[src/lws_pkg.sv]
// Shared types and constants of the line word search block.
`timescale 1ns / 1ps
package lws_pkg;

    // Operation codes for a classified word travelling from front to back.
    localparam logic [1:0] OP_CHAR = 2'd0;
    localparam logic [1:0] OP_EOL  = 2'd1;
    localparam logic [1:0] OP_EOI  = 2'd2;

    // Input kind codes.
    localparam logic KIND_TEXT = 1'b0;
    localparam logic KIND_END  = 1'b1;

    localparam logic [7:0] NEWLINE_BYTE = 8'd10;

    // Configuration register indexes.
    localparam logic CFG_PATTERN_BYTES  = 1'b0;
    localparam logic CFG_PATTERN_LENGTH = 1'b1;

    localparam int PATTERN_BITS = 64;
    localparam int LENGTH_BITS  = 4;
    localparam int LINE_NUMBER_BITS = 32;

    // Depth of the queue between front and back, a power of two.
    localparam int QUEUE_DEPTH = 4;
    localparam int QUEUE_PTR_BITS = $clog2(QUEUE_DEPTH);

    typedef logic [QUEUE_PTR_BITS-1:0] t_qptr;
    typedef logic [QUEUE_PTR_BITS:0]   t_qcount;

    typedef struct packed {
        logic [1:0] op;
        logic [7:0] text_byte;
    } t_op_word;

endpackage

[src/lws_front.sv]
// Front end: accepts input words and classifies them into operations.
`timescale 1ns / 1ps
module lws_front (
    input  logic              i_clk,
    input  logic              i_rst_n,
    input  logic              i_valid,
    output logic              o_ready,
    input  logic              i_kind,
    input  logic [7:0]        i_text_byte,
    output logic              o_push,
    output lws_pkg::t_op_word o_word,
    input  logic              i_push_ready
);
    import lws_pkg::*;

    logic     r_fv;
    t_op_word r_fword;
    logic     n_fv;
    t_op_word n_fword;
    logic     accept;

    assign o_ready = !r_fv || i_push_ready;
    assign accept  = i_valid && o_ready;
    assign o_push  = r_fv;
    assign o_word  = r_fword;

    always_comb begin
        n_fv    = r_fv;
        n_fword = r_fword;
        if (r_fv && i_push_ready) begin
            n_fv = 1'b0;
        end
        if (accept) begin
            n_fv = 1'b1;
            n_fword.text_byte = i_text_byte;
            if (i_kind == KIND_END) begin
                n_fword.op = OP_EOI;
            end else if (i_text_byte == NEWLINE_BYTE) begin
                n_fword.op = OP_EOL;
            end else begin
                n_fword.op = OP_CHAR;
            end
        end
    end

    always_ff @(posedge i_clk) begin
        if (!i_rst_n) begin
            r_fv <= 1'b0;
        end else begin
            r_fv <= n_fv;
        end
        r_fword <= n_fword;
    end

endmodule

[src/lws_queue.sv]
// Short first-in first-out queue of classified words.
`timescale 1ns / 1ps
module lws_queue (
    input  logic              i_clk,
    input  logic              i_rst_n,
    input  logic              i_push,
    input  lws_pkg::t_op_word i_word,
    output logic              o_push_ready,
    output logic              o_valid,
    output lws_pkg::t_op_word o_word,
    input  logic              i_pop
);
    import lws_pkg::*;

    t_op_word r_mem [QUEUE_DEPTH];
    t_qptr    r_wptr;
    t_qptr    r_rptr;
    t_qcount  r_count;
    logic     do_push;
    logic     do_pop;

    assign o_push_ready = (r_count != t_qcount'(QUEUE_DEPTH));
    assign o_valid      = (r_count != '0);
    assign o_word       = r_mem[r_rptr];
    assign do_push      = i_push && o_push_ready;
    assign do_pop       = i_pop && o_valid;

    always_ff @(posedge i_clk) begin
        if (!i_rst_n) begin
            r_wptr  <= '0;
            r_rptr  <= '0;
            r_count <= '0;
        end else begin
            if (do_push) begin
                r_wptr <= r_wptr + 1'b1;
            end
            if (do_pop) begin
                r_rptr <= r_rptr + 1'b1;
            end
            if (do_push && !do_pop) begin
                r_count <= r_count + 1'b1;
            end else if (do_pop && !do_push) begin
                r_count <= r_count - 1'b1;
            end
        end
        if (do_push) begin
            r_mem[r_wptr] <= i_word;
        end
    end

endmodule

[src/lws_back.sv]
// Back end: window compare, line tracking, line counter and result register.
`timescale 1ns / 1ps
module lws_back #(
    parameter int MAX_PATTERN_BYTES = 8,
    parameter int LINE_COUNT_BITS   = 32
) (
    input  logic                                  i_clk,
    input  logic                                  i_rst_n,
    input  logic                                  i_cfg_we,
    input  logic                                  i_cfg_index,
    input  logic [lws_pkg::PATTERN_BITS-1:0]      i_cfg_data,
    input  logic                                  i_q_valid,
    input  lws_pkg::t_op_word                     i_q_word,
    output logic                                  o_q_pop,
    output logic                                  o_valid,
    input  logic                                  i_ready,
    output logic [lws_pkg::LINE_NUMBER_BITS-1:0]  o_line_number
);
    import lws_pkg::*;

    localparam int WINW = 8 * MAX_PATTERN_BYTES;
    localparam int CW   = $clog2(MAX_PATTERN_BYTES + 1);

    logic [PATTERN_BITS-1:0]     r_pattern;
    logic [LENGTH_BITS-1:0]      r_plen;
    logic [WINW-1:0]             r_win;
    logic [CW-1:0]               r_cnt;
    logic                        r_has;
    logic [LINE_COUNT_BITS-1:0]  r_lines;
    logic                        r_out_valid;
    logic [LINE_NUMBER_BITS-1:0] r_out_line;

    logic [WINW-1:0]             n_win;
    logic [CW-1:0]               n_cnt;
    logic                        n_has;
    logic [LINE_COUNT_BITS-1:0]  n_lines;
    logic                        n_out_valid;
    logic [LINE_NUMBER_BITS-1:0] n_out_line;

    logic [WINW-1:0]             win_shift;
    logic [CW-1:0]               cnt_inc;
    logic [LENGTH_BITS-1:0]      eff4;
    logic [CW-1:0]               eff;
    logic [MAX_PATTERN_BYTES-1:0] hit;
    logic                        match;
    logic [LINE_COUNT_BITS-1:0]  lines_inc;
    logic                        slot_free;

    assign slot_free     = !r_out_valid || i_ready;
    assign o_q_pop       = i_q_valid && slot_free;
    assign o_valid       = r_out_valid;
    assign o_line_number = r_out_line;

    // Newest byte enters at the top of the window.
    assign win_shift = (r_win >> 8) | (WINW'(i_q_word.text_byte) << (WINW - 8));
    assign cnt_inc   = (r_cnt == CW'(MAX_PATTERN_BYTES)) ? r_cnt : r_cnt + 1'b1;
    assign lines_inc = (r_lines == '1) ? r_lines : r_lines + 1'b1;

    // Length zero acts as one; lengths beyond the window act as the window.
    always_comb begin
        if (r_plen == '0) begin
            eff4 = LENGTH_BITS'(1);
        end else if (r_plen > LENGTH_BITS'(MAX_PATTERN_BYTES)) begin
            eff4 = LENGTH_BITS'(MAX_PATTERN_BYTES);
        end else begin
            eff4 = r_plen;
        end
    end
    assign eff = CW'(eff4);

    for (genvar g = 0; g < MAX_PATTERN_BYTES; g++) begin : g_cmp
        assign hit[g] = (win_shift[WINW-1 -: 8*(g+1)] == r_pattern[8*(g+1)-1:0])
                        && (eff == CW'(g + 1));
    end
    assign match = (|hit) && (cnt_inc >= eff);

    always_comb begin
        n_win       = r_win;
        n_cnt       = r_cnt;
        n_has       = r_has;
        n_lines     = r_lines;
        n_out_valid = r_out_valid;
        n_out_line  = r_out_line;
        if (r_out_valid && i_ready) begin
            n_out_valid = 1'b0;
        end
        if (o_q_pop) begin
            case (i_q_word.op)
                OP_CHAR: begin
                    n_win = win_shift;
                    n_cnt = cnt_inc;
                    if (match) begin
                        n_has = 1'b1;
                    end
                end
                OP_EOL: begin
                    n_lines = lines_inc;
                    n_cnt   = '0;
                    n_has   = 1'b0;
                    if (r_has) begin
                        n_out_valid = 1'b1;
                        n_out_line  = LINE_NUMBER_BITS'(lines_inc);
                    end
                end
                OP_EOI: begin
                    // A non-empty final line is closed before everything clears.
                    if (r_cnt != '0 && r_has) begin
                        n_out_valid = 1'b1;
                        n_out_line  = LINE_NUMBER_BITS'(lines_inc);
                    end
                    n_lines = '0;
                    n_cnt   = '0;
                    n_has   = 1'b0;
                end
                default: begin
                    n_cnt = r_cnt;
                end
            endcase
        end
    end

    always_ff @(posedge i_clk) begin
        if (!i_rst_n) begin
            r_pattern   <= '0;
            r_plen      <= LENGTH_BITS'(1);
            r_cnt       <= '0;
            r_has       <= 1'b0;
            r_lines     <= '0;
            r_out_valid <= 1'b0;
        end else begin
            if (i_cfg_we) begin
                case (i_cfg_index)
                    CFG_PATTERN_BYTES:  r_pattern <= i_cfg_data;
                    CFG_PATTERN_LENGTH: r_plen    <= i_cfg_data[LENGTH_BITS-1:0];
                    default:            r_plen    <= r_plen;
                endcase
            end
            r_cnt       <= n_cnt;
            r_has       <= n_has;
            r_lines     <= n_lines;
            r_out_valid <= n_out_valid;
        end
        r_win      <= n_win;
        r_out_line <= n_out_line;
    end

endmodule

[src/line_word_search_top.sv]
// Top level of the line word search block.
`timescale 1ns / 1ps
// This block scans a text stream, one byte per word, for a fixed pattern of 1 to
// MAX_PATTERN_BYTES bytes held in the configuration registers, and for every line
// (ended by byte 10) that holds the pattern at least once it returns that line's
// number, counted from 1. An end-of-input word closes a non-empty unterminated last
// line and then clears the line state including the line counter, which otherwise
// saturates at its maximum. It takes one word per clock cycle on both sides while
// the output is not stalled: a classifying front register feeds a four-entry queue,
// and the back end updates its byte window and compares every pattern length in
// parallel, so a word passes through the front register and the queue before it
// reaches the result register. While a line number waits on the output the back
// end holds, and the queue and the front register take up to five more words
// before the input stalls. Configuration writes take effect at once and are only to
// be made while no word is in flight.
module line_word_search_top #(
    parameter int MAX_PATTERN_BYTES = 8,
    parameter int LINE_COUNT_BITS   = 32
) (
    input  logic                                 i_clk,
    input  logic                                 i_rst_n,
    input  logic                                 i_valid,
    output logic                                 o_ready,
    input  logic                                 i_kind,
    input  logic [7:0]                           i_text_byte,
    output logic                                 o_valid,
    input  logic                                 i_ready,
    output logic [lws_pkg::LINE_NUMBER_BITS-1:0] o_line_number,
    input  logic                                 i_cfg_we,
    input  logic                                 i_cfg_index,
    input  logic [lws_pkg::PATTERN_BITS-1:0]     i_cfg_data
);
    import lws_pkg::*;

    // Front to queue.
    logic     push;
    t_op_word push_word;
    logic     push_ready;

    // Queue to back.
    logic     q_valid;
    t_op_word q_word;
    logic     q_pop;

    lws_front u_front (
        .i_clk        (i_clk),
        .i_rst_n      (i_rst_n),
        .i_valid      (i_valid),
        .o_ready      (o_ready),
        .i_kind       (i_kind),
        .i_text_byte  (i_text_byte),
        .o_push       (push),
        .o_word       (push_word),
        .i_push_ready (push_ready)
    );

    lws_queue u_queue (
        .i_clk        (i_clk),
        .i_rst_n      (i_rst_n),
        .i_push       (push),
        .i_word       (push_word),
        .o_push_ready (push_ready),
        .o_valid      (q_valid),
        .o_word       (q_word),
        .i_pop        (q_pop)
    );

    lws_back #(
        .MAX_PATTERN_BYTES (MAX_PATTERN_BYTES),
        .LINE_COUNT_BITS   (LINE_COUNT_BITS)
    ) u_back (
        .i_clk         (i_clk),
        .i_rst_n       (i_rst_n),
        .i_cfg_we      (i_cfg_we),
        .i_cfg_index   (i_cfg_index),
        .i_cfg_data    (i_cfg_data),
        .i_q_valid     (q_valid),
        .i_q_word      (q_word),
        .o_q_pop       (q_pop),
        .o_valid       (o_valid),
        .i_ready       (i_ready),
        .o_line_number (o_line_number)
    );

endmodule

[config.mk]
export PLATFORM = sky130hd
export DESIGN_NAME = line_word_search_top
export DESIGN_NICKNAME = d
export VERILOG_FILES = /design/src/lws_pkg.sv /design/src/lws_front.sv /design/src/lws_queue.sv /design/src/lws_back.sv /design/src/line_word_search_top.sv
export SDC_FILE = /design/constraint.sdc
export NUM_CORES = 1
export LEC_CHECK = 0
export BUFFER_PORTS_ARGS = -buffer_cell sky130_fd_sc_hd__buf_4
export CAP_MARGIN = 20
export CORE_MARGIN = 2
export CORE_UTILIZATION = 25
export DETAILED_ROUTE_END_ITERATION = 8
export SYNTH_ARGS = -nofsm -noshare
export SYNTH_HDL_FRONTEND = slang
export SYNTH_SLANG_ARGS = --single-unit
[constraint.sdc]
create_clock -name i_clk -period 5 [get_ports i_clk]
set_clock_uncertainty 0.1 [all_clocks]
set_input_delay 0.5 -clock i_clk [delete_from_list [all_inputs] [get_ports i_clk]]
set_output_delay 0.5 -clock i_clk [all_outputs]
set_load 0.05 [all_outputs]
## Word-level counts from Yosys, hierarchy flattened

Memory sizes are Yosys's and may differ from the RTL's. A register that Yosys moved wholly into a read port is not among the register bits.
Index checks and enable logic that the tools add are counted.

- Magnitude comparators: 2
- Bitwise logic cells: 2
- Add/subtract/negate cells: 6
- Equality and inequality tests: 25
- Reductions and logical operators: 40
- Multiplexer cells: 25

Operators with widths:

| kind | number |
|---|---|
| $pmux 32 s2 | 2 |
| $mux 32 | 3 |
| $eq 64x64->1 | 1 |
| $or 56x64->64 | 1 |
| $eq 56x56->1 | 1 |
| $eq 48x48->1 | 1 |
| $eq 40x40->1 | 1 |
| $add 32x1->32 const B | 1 |
| $eq 32x32->1 | 1 |
| $eq 32x32->1 const B | 1 |
| $eq 24x24->1 | 1 |
| $logic_and 1x1->1 | 17 |
| $eq 16x16->1 | 1 |
| $eq 4x3->1 const B | 4 |
| $mux 4 | 3 |
| $mux 1 | 10 |
| $reduce_and 2->1 | 5 |
| $eq 4x2->1 const B | 2 |
| $eq 4x4->1 const B | 2 |
| $eq 8x4->1 const B | 1 |
| $eq 8x8->1 | 1 |
| $pmux 4 s2 | 1 |
| $reduce_bool 2->1 | 4 |
| $reduce_or 8->1 | 1 |
| other kinds (24) | 34 |

- Output and inout port bits: 34
- Register bits after elaboration: 220
- RAM bits: 40
- Memories kept: 1
- Word-level logic and storage cells: 115

Memory list:

| memory | words | width | read ports | clocked after Yosys merged registers in | wr ports | RTL line | text |
|---|---|---|---|---|---|---|---|
| u_queue.r_mem | 4 | 10 | 1 | 1 | 1 | lws_queue.sv:15 | `t_op_word r_mem [QUEUE_DEPTH];` |

## Longest topological paths before layout

- Word-level depth: 9
- Depth in mapped cells: 12

## By module

Synthesis repeated with hierarchy kept, for this count alone.

- Cell total of the unflattened synthesis: 1333
- Area total of the unflattened synthesis: 13613.1 um^2

Modules (own cells, without submodules):

| module | area each (um^2) | cells each | instances |
|---|---|---|---|
| lws_back | 11299.6 | 1215 | 1 |
| lws_queue | 1945.6 | 100 | 1 |
| lws_front | 367.9 | 18 | 1 |

## Worst setup path before layout

Ideal clock, no wire load.

- Path type: reg2reg
- From: register with a tool-made name
- To: register u_back.r_out_line[0] (netlist: u_back.o_line_number[0]) (enable)
- Arrival: 4.294 ns
- Cell stages (with the launch flop): 9
- Required time: 4.434 ns
- Buffers on the path: 2
- Slack: 0.141 ns
- Setup time: 0.466 ns
- Cell sequence: dfxtp_1 -> buf_6 -> mux4_1 -> inv_1 -> ha_1 -> and2_0 -> nand2b_1 -> clkbuf_1 -> o21ai_0

RTL lines:

| element | RTL line | text |
|---|---|---|
| end signal: assignment | lws_back.sv:144 | `r_out_line <= n_out_line;` |
| end: declaration | lws_back.sv:31 | `logic [LINE_NUMBER_BITS-1:0] r_out_line;` |

==> impl_metrics.toml <==
[route]
drc = 0
vias_per_cell = 4.95
wire_per_inst_um = 21.0
vias = 10400
first_pass_iters = 5
wirelength_um = 44100
detail-route-antenna-nets = 0
drtIter0Drc = 985

[sta]
tightest_slew_ps = 989
hold_viol_final = 0
layout_min_cycle_time_ps = 3630
grt_setup_unrepaired = "no"
finalSetupTns_ps = 0
slew_violations = 0
relSlewSlack = 0.341
fin_crit_sh = 0.725
holdWs_ps = 42.2
finalSetupViolCount = 0
timing.fmax_mhz = 276

[min_path]
holdPathEnd = "u_back.r_plen[0]"
hold_depth = 2
hold_class = "in2reg"
hp-start = "i_rst_n"

[yosys]
syn-instance-count = 1343
synth.most_common_cell = "nand2_1"
synth-compound-area-share = 0.0890
syn_nets = 1439
synth_area_um2 = 13400
synth.mux.area_fraction = 0.0211
yosys.area.top_type_share = 0.310
synthSimpleGateAreaFrac = 0.149
yosysTopAreaCell = "edfxtp_1"
synth_top_family_by_area = "XOR/XNOR gates"
synth-adder-area-share = 0.0165
synth-warning-count = 0
synth_xor_area_frac = 0.195
yosysSeqAreaShare = 0.483
ys.flop_type = "edfxtp_1"
async_flop_share = 0
synth_edf_count = 138
yosys-top-cells-count = "nand2_1, xnor2_1, xor2_1"
synthTopCellsByArea = "edfxtp_1, dfxtp_1, xnor2_1, xor2_1, nand2_1"
postSynthAreaPerCell_um2 = 9.96
synth_cell_type_count = 64
synth_seq_cells = 254

[placement]
port_buffers = 112
dp_hpwl_um = 31800
gp_congestion = 0.978

[grt]
grt_usage = 0.155
antenna_found_initial = 1
overflow = 0
grt_pass1_vias = 10200
grt_max_degree = 65
grt_pass1_wl_um = 65600

[setup_path]
endpoint_kind = "flop"
worstReg2RegEnd = "u_back.o_line_number[15]"
cp.arrival_ps = 3870
rr_worst_depth = 7
path_class = "reg2reg"
path_max_fanout = 29
cp-start-kind = "flop"
worstPathRequired_ps = 5240
reg2reg_slack_ps = 1370

[clock_tree]
h-tree-depth = 1
cts-root-buf = "clkbuf_16"
clk_latency_ps = 590
cts_buffer_depth = 3
cts_tree = "built"
cts.sinks = 254
cts_buffers = 30
clk_pin_slew_ps = 60
post_cts_buffers = 0

[die]
core_area_um2 = 52800
die_area_um2 = 55400
start_util = 0.254
row_count = 84
io_pins = 113
fp.dieH_um = 235
die_x_um = 235

[final_layout]
synthToLayoutAreaGrowth_pct = 19.0
fin_nets = 1487
drive_above_1_share = 0.133
n_fill_cell = 5458
fin_util = 0.302
antennaDiodeCount = 0

[pwr]
p_leak_nw = 5.59
powerDensity_nw_per_um2 = 493
ir_worst_vdd_v = 0.000280

[job]
maxCapViolations = 0

[outcome]
status = "complete, no violations"
[critical path, stage by stage (launching register included)]
cell and delay [ps]:
dfxtp_1 690, mux4_1 700, inv_1 130, ha_1 810
or4bb_1 480, nand3_1 150, o21ai_4 120, buf_12 180
[repair_timing]
action,4_1_cts,5_1_grt
hold buffers,9,0
gates resized for setup,0,0
endpoints found under the hold margin,9,0
[per-layer routing]
layer / vias to the layer above / track usage / share of wire / wire, µm
met5: - / 0 / 0.00029 / 13
met3: 103 / 0.0305 / 0.078 / 3460
met1: 5111 / 0.210 / 0.43 / 19200
li1: 4751 / - / - / -
met2: 439 / 0.247 / 0.45 / 19900
met4: 2 / 0.0560 / 0.036 / 1590
[area by class of cell]
class,instances,area (µm²),area share
Inverter,39,148,0.00928
Timing Repair Buffer,134,1070,0.0670
Clock buffer,39,827,0.0520
Tap cell,688,861,0.0541
Clock inverter,17,230,0.0145
Multi-Input combinational cell,932,6320,0.397
Sequential cell,254,6470,0.406
[state kept, by name, summed over array words and instances (netlist names), named ones only]
register              count
u_back.r_pattern         64
u_back.r_win             56
u_queue.r_mem            40
u_back.o_line_number     32
u_back.r_lines           32
u_front.o_word           10
u_back.r_cnt              4
u_back.r_plen             4
u_queue.r_count           3
u_queue.r_rptr            2
u_queue.r_wptr            2
u_back.o_valid            1
u_back.r_has              1
u_front.o_push            1
[report_power, final]
| part | internal [mW] | leakage, nW | switching, mW |
|---|---|---|---|
| logic | 0.881 | 2.86 | 1.48 |
| clock network | 1.39 | 0.506 | 0.920 |
| registers | 2.63 | 2.22 | 0.541 |
[worst max path at each step]
stage / start / end / slack, ps / cells past startpoint
global route: flop / u_back.o_line_number[18] / 1180 / 7
global placement: flop / u_back.o_line_number[10] / 1290 / 6
detailed placement: flop / u_back.o_line_number[8] / 1260 / 6
CTS: flop / u_back.o_line_number[6] / 1250 / 6
finish: flop / u_back.o_line_number[15] / 1370 / 7
floorplan: flop / u_back.o_line_number[0] / 140 / 8
[stage by stage]
stage                     cell area (µm²)  std cells  setup WS (ps)  power, mW
after CTS                           15900       2102           1250       7.87
final                               15900       2103           1370       7.84
after floorplan                     13400       1343            141       4.71
after global routing                15900       2103           1180       8.19
after detailed placement            14800       2037           1260       5.54
after global placement              14700       2036           1290       5.50
[cells by family after synthesis]
kind of cell | after synthesis
AOI/OAI and AO/OA | 193
and+or+nand+nor | 411
adders and majority gates | 17
muxes | 13
buffers and inverters | 157
xor gates and xnor gates | 298
DFF | 254
[placed cells by master, fill, tap and decap left out, types with 5 or more instances in the layout]
cell and n:
a21oi_1 97, a22oi_1 16, a31oi_1 9, and2_1 6, buf_4 122, clkbuf_1 7, clkbuf_16 32, dfxtp_1 116
dlygate4sd3_1 9, edfxtp_1 138, ha_1 16, inv_1 38, mux4_1 7, nand2_1 159, nand2b_1 10, nand3_1 31
nand4_1 42, nor2_1 57, nor3_1 20, nor4_1 46, o21ai_0 29, o22ai_1 5, o2bb2ai_1 6, or3_1 15
xnor2_1 155, xor2_1 143
(Power assumes the default switching activity.)
